**src/rtl/hiet_pkg.sv**
```systemverilog
// types, codes and constants shared by the hid input event tracker
package hiet_pkg;

	localparam int KEY_COUNT_DEF = 256;
	localparam int BTN_COUNT     = 6;
	localparam int BTN_PAIRS     = 3;
	localparam int WHEEL_BIT     = 10;
	localparam int CFG_INDEX_W   = 2;
	localparam int CFG_DATA_W    = 15;

	typedef enum logic [1:0] {
		REQ_KEYBOARD = 2'd0,
		REQ_MOUSE    = 2'd1,
		REQ_FRAME    = 2'd2,
		REQ_QUERY    = 2'd3
	} req_kind_t;

	typedef enum logic [2:0] {
		EV_KEY_PRESSED = 3'd0,
		EV_KEY_RELEASED = 3'd1,
		EV_BTN_PRESSED = 3'd2,
		EV_BTN_RELEASED = 3'd3,
		EV_STATUS = 3'd4
	} ev_kind_t;

	localparam logic [2:0] KEY_MAKE  = 3'd0;
	localparam logic [2:0] KEY_BREAK = 3'd1;

	localparam logic [CFG_INDEX_W-1:0] REG_HALF_WIDTH  = 2'd0;
	localparam logic [CFG_INDEX_W-1:0] REG_HALF_HEIGHT = 2'd1;

	typedef struct packed {
		logic [1:0]         req_type;
		logic [7:0]         key_code;
		logic [2:0]         key_flags;
		logic signed [15:0] move_x;
		logic signed [15:0] move_y;
		logic [15:0]        button_flags;
		logic signed [15:0] wheel_data;
	} req_t;

	typedef struct packed {
		logic [2:0]         event_kind;
		logic [7:0]         event_key;
		logic [2:0]         button_index;
		logic signed [15:0] pos_x;
		logic signed [15:0] pos_y;
		logic signed [15:0] rel_x;
		logic signed [15:0] rel_y;
		logic signed [15:0] wheel;
		logic               key_is_down;
		logic               last;
	} evt_t;

endpackage

```
**src/rtl/hid_input_event_tracker.sv**
```systemverilog
// hid input event tracker: key table, bounded pointer position and button trackers
//
// Items enter an input register one per cycle, unless the previous item's results are still
// being sent, and are applied to the tracked state in one pass; their results (one to seven
// words: an optional key event, up to six button events in tracker order, then a status word
// marked last) leave through a single output register one word per cycle while evt_ready
// allows. An item therefore holds the output until all of its results are sent, and the next
// item is applied in the cycle its predecessor's status word is loaded. The key table is
// cleared at once by reset; keys at or above KEY_COUNT are never stored and read as up.
module hid_input_event_tracker #(
	parameter int KEY_COUNT = hiet_pkg::KEY_COUNT_DEF
) (
	input  logic                                clk,
	input  logic                                arst_n,
	input  logic                                req_valid,
	output logic                                req_ready,
	input  hiet_pkg::req_t                      req,
	output logic                                evt_valid,
	input  logic                                evt_ready,
	output hiet_pkg::evt_t                      evt,
	input  logic                                cfg_valid,
	output logic                                cfg_ready,
	input  logic [hiet_pkg::CFG_INDEX_W-1:0]    cfg_index,
	input  logic [hiet_pkg::CFG_DATA_W-1:0]     cfg_data
);

	localparam int TABLE_DEPTH = (KEY_COUNT < 256) ? KEY_COUNT : 256;
	localparam int IDX_W = $clog2(TABLE_DEPTH);
	localparam logic [16:0] KEY_LIMIT = 17'(KEY_COUNT);

	function automatic logic signed [15:0] bounded_add(input logic signed [15:0] pos,
			input logic signed [15:0] off, input logic [14:0] half);
		logic signed [16:0] np;
		logic signed [16:0] h;
		np = {pos[15], pos} + {off[15], off};
		h = {2'b00, half};
		if (np > h || np < -h) begin
			return pos;
		end
		return np[15:0];
	endfunction

	function automatic logic [2:0] first_pend(input logic [hiet_pkg::BTN_COUNT-1:0] p);
		logic [2:0] idx;
		idx = '0;
		for (int i = hiet_pkg::BTN_COUNT - 1; i >= 0; i--) begin
			if (p[i]) begin
				idx = 3'(i);
			end
		end
		return idx;
	endfunction

	// configuration
	logic [14:0] half_w_q, half_h_q;

	assign cfg_ready = 1'b1;

	always_ff @(posedge clk or negedge arst_n) begin
		if (!arst_n) begin
			half_w_q <= 15'h7fff;
			half_h_q <= 15'h7fff;
		end else if (cfg_valid && cfg_ready) begin
			case (cfg_index)
				hiet_pkg::REG_HALF_WIDTH:  half_w_q <= cfg_data;
				hiet_pkg::REG_HALF_HEIGHT: half_h_q <= cfg_data;
				default: ;
			endcase
		end
	end

	// input register
	logic           valid_s1;
	hiet_pkg::req_t req_s1;
	logic           adv_s1;
	logic           batch_free;

	assign adv_s1 = valid_s1 && batch_free;
	assign req_ready = !valid_s1 || adv_s1;

	always_ff @(posedge clk or negedge arst_n) begin
		if (!arst_n) begin
			valid_s1 <= 1'b0;
		end else if (req_ready) begin
			valid_s1 <= req_valid;
		end
	end

	always_ff @(posedge clk) begin
		if (req_valid && req_ready) begin
			req_s1 <= req;
		end
	end

	// tracked state
	logic [TABLE_DEPTH-1:0]          key_tbl_q;
	logic signed [15:0]              pos_x_q, pos_y_q, rel_x_q, rel_y_q, wheel_q;
	logic [hiet_pkg::BTN_COUNT-1:0]  btn_down_q;

	// single pass over the registered item
	logic                            is_kbd, is_mouse, is_frame, is_query;
	logic                            key_in_range, key_wr, key_make, key_rd, key_down;
	logic [IDX_W-1:0]                key_idx;
	logic signed [15:0]              off_y;
	logic [hiet_pkg::BTN_COUNT-1:0]  btn_down_d, btn_pend_d, btn_press_d;

	always_comb begin
		is_kbd   = req_s1.req_type == hiet_pkg::REQ_KEYBOARD;
		is_mouse = req_s1.req_type == hiet_pkg::REQ_MOUSE;
		is_frame = req_s1.req_type == hiet_pkg::REQ_FRAME;
		is_query = req_s1.req_type == hiet_pkg::REQ_QUERY;
		key_in_range = {9'd0, req_s1.key_code} < KEY_LIMIT;
		key_idx  = req_s1.key_code[IDX_W-1:0];
		key_make = req_s1.key_flags == hiet_pkg::KEY_MAKE;
		key_wr   = is_kbd && (key_make || req_s1.key_flags == hiet_pkg::KEY_BREAK);
		key_rd   = key_in_range && key_tbl_q[key_idx];
		key_down = key_in_range && (key_wr ? key_make : key_rd);
		off_y    = (req_s1.move_y == 16'sh8000) ? 16'sh7fff : 16'(-req_s1.move_y);

		btn_down_d  = btn_down_q;
		btn_pend_d  = '0;
		btn_press_d = '0;
		for (int t = 0; t < hiet_pkg::BTN_COUNT; t++) begin
			if (req_s1.button_flags[2 * (t % hiet_pkg::BTN_PAIRS)]) begin
				btn_pend_d[t]  = !btn_down_q[t];
				btn_press_d[t] = 1'b1;
				btn_down_d[t]  = 1'b1;
			end else if (req_s1.button_flags[2 * (t % hiet_pkg::BTN_PAIRS) + 1]) begin
				btn_pend_d[t]  = btn_down_q[t];
				btn_down_d[t]  = 1'b0;
			end
		end
	end

	always_ff @(posedge clk or negedge arst_n) begin
		if (!arst_n) begin
			key_tbl_q  <= '0;
			pos_x_q    <= '0;
			pos_y_q    <= '0;
			rel_x_q    <= '0;
			rel_y_q    <= '0;
			wheel_q    <= '0;
			btn_down_q <= '0;
		end else if (adv_s1) begin
			if (key_wr && key_in_range) begin
				key_tbl_q[key_idx] <= key_make;
			end
			if (is_mouse) begin
				pos_x_q    <= bounded_add(pos_x_q, req_s1.move_x, half_w_q);
				pos_y_q    <= bounded_add(pos_y_q, off_y, half_h_q);
				rel_x_q    <= req_s1.move_x;
				rel_y_q    <= off_y;
				btn_down_q <= btn_down_d;
				if (req_s1.button_flags[hiet_pkg::WHEEL_BIT]) begin
					wheel_q <= req_s1.wheel_data;
				end
			end
			if (is_frame) begin
				rel_x_q <= '0;
				rel_y_q <= '0;
				wheel_q <= '0;
			end
		end
	end

	// pending results of the applied item
	logic                            bat_valid_q, bat_key_ev_q, bat_key_make_q, bat_kd_q;
	logic [7:0]                      bat_key_q;
	logic [hiet_pkg::BTN_COUNT-1:0]  bat_pend_q, bat_press_q;
	logic                            evt_valid_q;
	hiet_pkg::evt_t                  evt_q, evt_d;
	logic                            out_load, sel_status;
	logic [2:0]                      sel_btn;

	assign out_load   = bat_valid_q && (!evt_valid_q || evt_ready);
	assign sel_status = !bat_key_ev_q && (bat_pend_q == '0);
	assign sel_btn    = first_pend(bat_pend_q);
	assign batch_free = !bat_valid_q || (out_load && sel_status);

	always_comb begin
		evt_d              = '0;
		evt_d.pos_x        = pos_x_q;
		evt_d.pos_y        = pos_y_q;
		evt_d.rel_x        = rel_x_q;
		evt_d.rel_y        = rel_y_q;
		evt_d.wheel        = wheel_q;
		evt_d.event_kind   = hiet_pkg::EV_STATUS;
		evt_d.event_key    = bat_key_q;
		evt_d.key_is_down  = bat_kd_q;
		evt_d.last         = 1'b1;
		if (bat_key_ev_q) begin
			evt_d.event_kind = bat_key_make_q ? hiet_pkg::EV_KEY_PRESSED
				: hiet_pkg::EV_KEY_RELEASED;
			evt_d.last = 1'b0;
		end else if (bat_pend_q != '0) begin
			evt_d.event_kind   = bat_press_q[sel_btn] ? hiet_pkg::EV_BTN_PRESSED
				: hiet_pkg::EV_BTN_RELEASED;
			evt_d.event_key    = '0;
			evt_d.key_is_down  = 1'b0;
			evt_d.button_index = sel_btn;
			evt_d.last         = 1'b0;
		end
	end

	always_ff @(posedge clk or negedge arst_n) begin
		if (!arst_n) begin
			bat_valid_q  <= 1'b0;
			bat_key_ev_q <= 1'b0;
			bat_pend_q   <= '0;
			evt_valid_q  <= 1'b0;
		end else begin
			if (adv_s1) begin
				bat_valid_q  <= 1'b1;
				bat_key_ev_q <= key_wr;
				bat_pend_q   <= is_mouse ? btn_pend_d : '0;
			end else if (out_load) begin
				if (sel_status) begin
					bat_valid_q <= 1'b0;
				end else if (bat_key_ev_q) begin
					bat_key_ev_q <= 1'b0;
				end else begin
					bat_pend_q[sel_btn] <= 1'b0;
				end
			end
			if (out_load) begin
				evt_valid_q <= 1'b1;
			end else if (evt_ready) begin
				evt_valid_q <= 1'b0;
			end
		end
	end

	always_ff @(posedge clk) begin
		if (adv_s1) begin
			bat_key_make_q <= key_make;
			bat_press_q    <= btn_press_d;
			bat_key_q      <= (is_kbd || is_query) ? req_s1.key_code : 8'd0;
			bat_kd_q       <= (is_kbd || is_query) && key_down;
		end
		if (out_load) begin
			evt_q <= evt_d;
		end
	end

	assign evt_valid = evt_valid_q;
	assign evt       = evt_q;

	// checks
	a_idle_batch_empty: assert property (@(posedge clk) disable iff (!arst_n)
		!bat_valid_q |-> (bat_pend_q == '0 && !bat_key_ev_q))
		else $error("idle batch holds pending events");

	a_last_is_status: assert property (@(posedge clk) disable iff (!arst_n)
		evt_valid |-> (evt.last == (evt.event_kind == hiet_pkg::EV_STATUS)))
		else $error("last flag disagrees with status word");

	a_btn_index: assert property (@(posedge clk) disable iff (!arst_n)
		evt_valid && (evt.event_kind == hiet_pkg::EV_BTN_PRESSED ||
			evt.event_kind == hiet_pkg::EV_BTN_RELEASED)
		|-> evt.button_index < 3'(hiet_pkg::BTN_COUNT))
		else $error("button event index out of range");

	a_key_state: assert property (@(posedge clk) disable iff (!arst_n)
		evt_valid && (evt.event_kind == hiet_pkg::EV_KEY_PRESSED ||
			evt.event_kind == hiet_pkg::EV_KEY_RELEASED)
		|-> evt.key_is_down == (evt.event_kind == hiet_pkg::EV_KEY_PRESSED &&
			{9'd0, evt.event_key} < KEY_LIMIT))
		else $error("key event disagrees with key state");

endmodule
```
**config.mk**
```make
export PLATFORM = sky130hd
export DESIGN_NAME = hid_input_event_tracker
export DESIGN_NICKNAME = d
export VERILOG_FILES = /design/src/rtl/hiet_pkg.sv /design/src/rtl/hid_input_event_tracker.sv
export SDC_FILE = /design/constraint.sdc
export NUM_CORES = 1
export LEC_CHECK = 0
export BUFFER_PORTS_ARGS = -buffer_cell sky130_fd_sc_hd__buf_2
export CAP_MARGIN = 15
export CORE_MARGIN = 10
export CORE_UTILIZATION = 61
export CTS_CLUSTER_DIAMETER = 200
export CTS_CLUSTER_SIZE = 40
export DETAILED_ROUTE_END_ITERATION = 7
export PLACE_DENSITY_LB_ADDON = 0.2
export SLEW_MARGIN = 30
export SYNTH_ARGS = -nofsm -noshare
export SYNTH_HDL_FRONTEND = slang
export SYNTH_SLANG_ARGS = --single-unit
```
**constraint.sdc**
```tcl
create_clock -name clk -period 7.8 [get_ports clk]
set_clock_uncertainty 0.1 [all_clocks]
set_input_delay 0.78 -clock clk [delete_from_list [all_inputs] [get_ports clk]]
set_output_delay 0.78 -clock clk [all_outputs]
set_load 0.05 [all_outputs]
```
# Word-level counts from Yosys, hierarchy flattened
# Cells that the tools add are included.
# word_totals
ff_bits	563
input_bits	99
memories	0
latchBits	0
ramBits	0
romBits	0
# op_classes
mux	73
n_lt_le_gt_ge	8
mul	0
reduce_logical	53
bitwise_logic	3
div_mod_pow	0
n_addsub	5
eq_ne	10
shifts	0
# ops
operator	n
bitwise mux 256 bit	1
two-way mux 16 bit	10
two-way mux 1 bit	43
adder 16 x 16 -> 17 bit	2
> comparator 17 x 16 -> 1 bit	2
less-than comparator 17 bit	2
negation 15 -> 17 bit	2
two-way mux 6 bit	5
two-way mux 3 bit	7
AND reduction 3 bit	7
== test 16 bit, second input constant	1
negation 16 bit	1
nonzero test 2 bit	8
two-way mux 14 bit	1
AND reduction 2 bit	6
two-way mux 11 bit	1
zero test 1 bit	10
logical AND 1 bit	9
less-than comparator 8 x 9 -> 1 bit, second input constant	1
binary-select mux 1 bit (select 8 bit)	1
demux 1 bit (select 8 bit)	1
>= comparator 8 x 1 -> 1 bit, second input constant	1
inequality test 2 bit, second input constant	4
logical OR 1 bit	7
16 further kinds	19

# Logic depth before layout (Yosys ltp)
# logic_depth
depth_word	16
ltp_mapped	27

# Worst setup path after synthesis
# No wires, ideal clock.
# synth_path
kind	register to register
start	register req_s1[34] (netlist name)
end	register pos_y_q[10]
path_slack_ps	1470
synth_period_minus_slack_ps	6330
setup_ps	125
stages_incl_launch_ff	26
arrival_ps	6105
path_cell_list	edfxtp_1 > or3_1 > nor3_1 > nand2_1 > or4_1 > or4_1 > buf_2 > o21ai_0 > ha_1 > inv_1 > fa_1 > nor2b_1 > o31a_1 > o31ai_1 > and4_1 > a21oi_1 > xor2_1 > ha_1 > a21oi_1 > o211ai_1 > a2111oi_0 > o221a_2 > a311oi_2 > o21ai_2 > buf_6 > mux2_4
# synth_via
elab_chain_cells	10
# synth_lines
element	line_no	source
from (decl)	hid_input_event_tracker.sv:74	hiet_pkg::req_t req_s1;
from (signal assigned)	hid_input_event_tracker.sv:91	req_s1 <= req;
negation 16 bit or == test 16 bit (tied branches)	hid_input_event_tracker.sv:118	off_y = (req_s1.move_y == 16'sh8000) ? 16'sh7fff : 16'(-req_s1.move_y);
two-way mux 16 bit *	hid_input_event_tracker.sv:118	
adder 16 x 16 -> 17 bit *	hid_input_event_tracker.sv:35	np = {pos[15], pos} + {off[15], off};
> comparator 17 x 16 -> 1 bit or less-than comparator 17 bit (tied branches)	hid_input_event_tracker.sv:37	if (np > h || np < -h) begin
logical OR 1 bit	hid_input_event_tracker.sv:37	
two-way mux 1 bit	hid_input_event_tracker.sv:37	
two-way mux 1 bit	hid_input_event_tracker.sv:148	if (is_mouse) begin
two-way mux 1 bit	hid_input_event_tracker.sv:144	end else if (adv_s1) begin
inequality test 2 bit (no line)	n/a	
AND reduction 3 bit (no line)	n/a	
to (signal assigned)	hid_input_event_tracker.sv:150	pos_y_q <= bounded_add(pos_y_q, off_y, half_h_q);
to (decl)	hid_input_event_tracker.sv:97	logic signed [15:0] pos_x_q, pos_y_q, rel_x_q, rel_y_q, wheel_q;
# Every way passes the cells marked *; elsewhere a longest branch is shown, timed or not. The select of a mux whose other input is x is not followed.
# A chain may end at the register's enable or synchronous reset.

# Final worst setup path
# layout_path
start	register req_s1[34] (netlist name)
end	register pos_y_q[7]
# The elaborated chain is that of the path after synthesis.

==> impl_metrics.ini <==
[clock_network]
ctsHtreeMaxLevel = 1
postCtsHoldBufs = 0
cts_buffers = 17
insertion_delay_ps = 580
clock-root-buffer = clkbuf_16
clk_pin_slew_worst_paths_ps = 140
clock-sinks = 555
cts_tree = built
cts_resized = 0
cts.path.max_buffers = 3
postCtsSetupRepairBufs = 0

[timing]
fin_crit_ps = 7340
worst_pin_slew_ps = 969.3
setup_viol = 0
fin_ws_ps = 459.5
hold_ws_ps = -7.086
rsz0062_at_grt = no
slew_viol_final = 0
relSlewSlack = 0.3525
fmaxAchievable_ghz = 0.1362
final_hold_viol_count = 1
period_share = 0.9411
fin_setup_tns_ps = 0

[logic_synthesis]
avgSynthCellArea_um2 = 12.18
synth_edf_count = 176
syn-instance-count = 2177
syn_nets = 2376
yosys_warnings = 0
async_flop_share = 0.6829
syn_area_um2 = 26510
synth_ff_type = dfrtp_1
synth-seq-cells = 555
yosysUniqueCellTypes = 72
yosysSeqAreaShare = 0.5585

[place]
place.gp.congestion = 0.9015
place_hpwl_mm = 41.80
port_buffers = 187
placed_cells = 2807
dp_worst_setup_slack_ps = 570.0

[layout]
final_nets = 2442
final_util = 0.6607
mostFrequentLayoutCells = dfrtp_1 (349), o21ai_0 (330), o31ai_1 (264)
drive_gt1_frac = 0.1901
fin_cells = 2837
diodes = 0
syn_to_final_growth_pct = 7.122
fill_cells = 3237
layout_commonest_cell = dfrtp_1

[die]
initial_utilization = 0.6168
core_area_um2 = 42980
die_x_um = 228.5
die_h_um = 228.5
die_area_um2 = 52200
ios = 198
std_cell_rows = 76

[job]
maxCapViolCount = 0

[grt]
overflow = 0
grt_first_pass_wirelength_mm = 98.81
grt_pass1_vias = 17550
antenna_found_initial = 0
grtUsageTotal = 0.2339
grt_max_degree = 117

[setup_path]
cp-end-kind = register
start_kind = register
critical_path.max_fanout = 15
crit_type = reg -> reg
arrival_ps = 7700
crit_required_ps = 8160

[route]
vias = 17950
detail-route-antenna-nets = 0
viasPerCell = 6.326
drtIter0Drc = 1819
wl_mm = 62.11
drc = 0
dr.pass1.iters = 5
wl_per_cell_um = 21.89

[power]
powerDensity_nw_per_um2 = 368.8
ir_drop_mv = 0.3348
p_leak_nw = 11.78

[run_status]
violations = hold timing
status = complete, but fails checks

[worst_hold_path]
hp-class = in -> async
[stage by stage]
| step | area, um2 | total power, mW |
|---|---|---|
| finish | 28400 | 10.47 |
| global route | 28400 | 11.19 |
| CTS | 28310 | 10.50 |
| detailed placement | 27840 | 9.260 |
| global placement | 27800 | 9.076 |
| floorplan | 26510 | 7.921 |
[final timing paths]
path	start	endpoint	slack, ps	cells past startpoint
max reg2reg	req_s1[34]$_DFFE_PP_	pos_y_q[7]$_DFFE_PN0P_	460	24
max	req_s1[34]$_DFFE_PP_	pos_y_q[7]$_DFFE_PN0P_	460	24
min in group clk	req[63]	req_s1[63]$_DFFE_PP_	260	1
min reg2reg	wheel_q[4]$_DFFE_PN0P_	evt[6]$_DFFE_PP_	340	0
max in group asynchronous	arst_n	key_tbl_q[157]$_DFFE_PN0P_	6190	3
min	arst_n	rel_y_q[7]$_DFFE_PN0P_	-7	1
[registers in the layout, indices dropped and copies added, names as in the netlist, 3 cells and up]
signal,count
rel_x_q,16
half_h_q,15
wheel_q,16
bat_key_q,8
bat_pend_q,6
bat_press_q,3
pos_y_q,16
pos_x_q,16
evt,95
half_w_q,15
req_s1,60
key_idx,8
rel_y_q,16
key_tbl_q,256
btn_down_q,3
[routing by layer]
layer	track usage	share of wire
met5	0	0
met4	0.05186	0.021
met3	0.02904	0.056
met2	0.3961	0.50
met1	0.3188	0.42
[power breakdown]
group / switching [mW] / total [mW] / leakage, nW / internal [mW]
clock network: 0.833 / 1.25 / 0.221 / 0.421
registers: 0.378 / 4.19 / 6.78 / 3.81
logic: 3.28 / 5.03 / 4.77 / 1.75
total: 4.49 / 10.5 / 11.8 / 5.98
[worst max-delay path: stages (launching register included)]
cell and delay [ps]:
edfxtp_1 470, or3_1 450, nor3_1 200, nand2_1 150, or4_1 510, or4_1 620, o21ai_0 410, ha_1 280
inv_1 70, fa_1 400, nor2b_1 170, o31a_1 190, o31ai_1 80, and4_1 230, a21oi_1 240, xor2_1 290
ha_1 320, a211oi_1 300, o21a_1 230, nand2_1 70, o31ai_1 240, a21oi_1 120, a221oi_1 440, o21ai_4 270
mux2_4 360
[Yosys cell counts, types with 3 or more instances]
cell / count / area share
o31ai_1: 264 / 0.075
ha_1: 98 / 0.046
nor4_1: 9 / 0.0021
buf_2: 11 / 0.0021
and4_1: 4 / 0.0013
a21o_1: 15 / 0.0042
mux2i_1: 12 / 0.0045
buf_1: 5 / 0.00071
nor2_1: 46 / 0.0065
o21ai_0: 330 / 0.062
o21a_1: 9 / 0.0025
clkbuf_1: 157 / 0.022
a221oi_1: 5 / 0.0017
a22o_1: 36 / 0.012
a311oi_1: 3 / 0.00099
nand3_1: 27 / 0.0051
a21oi_1: 45 / 0.0085
or3_1: 6 / 0.0014
edfxtp_1: 176 / 0.20
dfstp_2: 30 / 0.030
xor2_1: 10 / 0.0033
a22oi_1: 6 / 0.0017
mux2_4: 8 / 0.0045
o21bai_1: 11 / 0.0031
a2111oi_0: 3 / 0.00099
nor3b_1: 6 / 0.0017
o22ai_1: 3 / 0.00071
mux4_2: 80 / 0.068
or2_2: 4 / 0.00094
nor3_1: 25 / 0.0047
inv_1: 65 / 0.0092
xnor2_1: 46 / 0.015
nand4_1: 10 / 0.0024
nand2_1: 97 / 0.014
dfrtp_1: 349 / 0.33
o2111ai_1: 3 / 0.00099
nor2b_1: 31 / 0.0073
nand2b_1: 32 / 0.0076
and2_1: 7 / 0.0017
o211ai_1: 6 / 0.0017
mux2_2: 36 / 0.015
or4_1: 6 / 0.0017
buf_4: 3 / 0.00085
a31oi_1: 9 / 0.0021
[cells by family after synthesis]
family / Yosys count / synth area share
compound gates: 768 / 0.1856
xor+xnor: 56 / 0.01850
fa+ha+maj: 100 / 0.04776
buf+inv: 242 / 0.03549
flops: 555 / 0.5585
mux: 136 / 0.09232
other cells: 1 / 0.0001415
simple gates: 319 / 0.06169
[area by class of cell]
type	count	area, um2	area share
well taps	585	732.0	0.02577
flip-flops and latches	555	14810	0.5214
clock buffers	27	462.9	0.01630
repair buffers	224	1311	0.04617
clock inverters	1	7.507	0.0002644
multi-input cells	1380	10830	0.3814
inverters	65	246.5	0.008680
(Power assumes the default switching activity.)
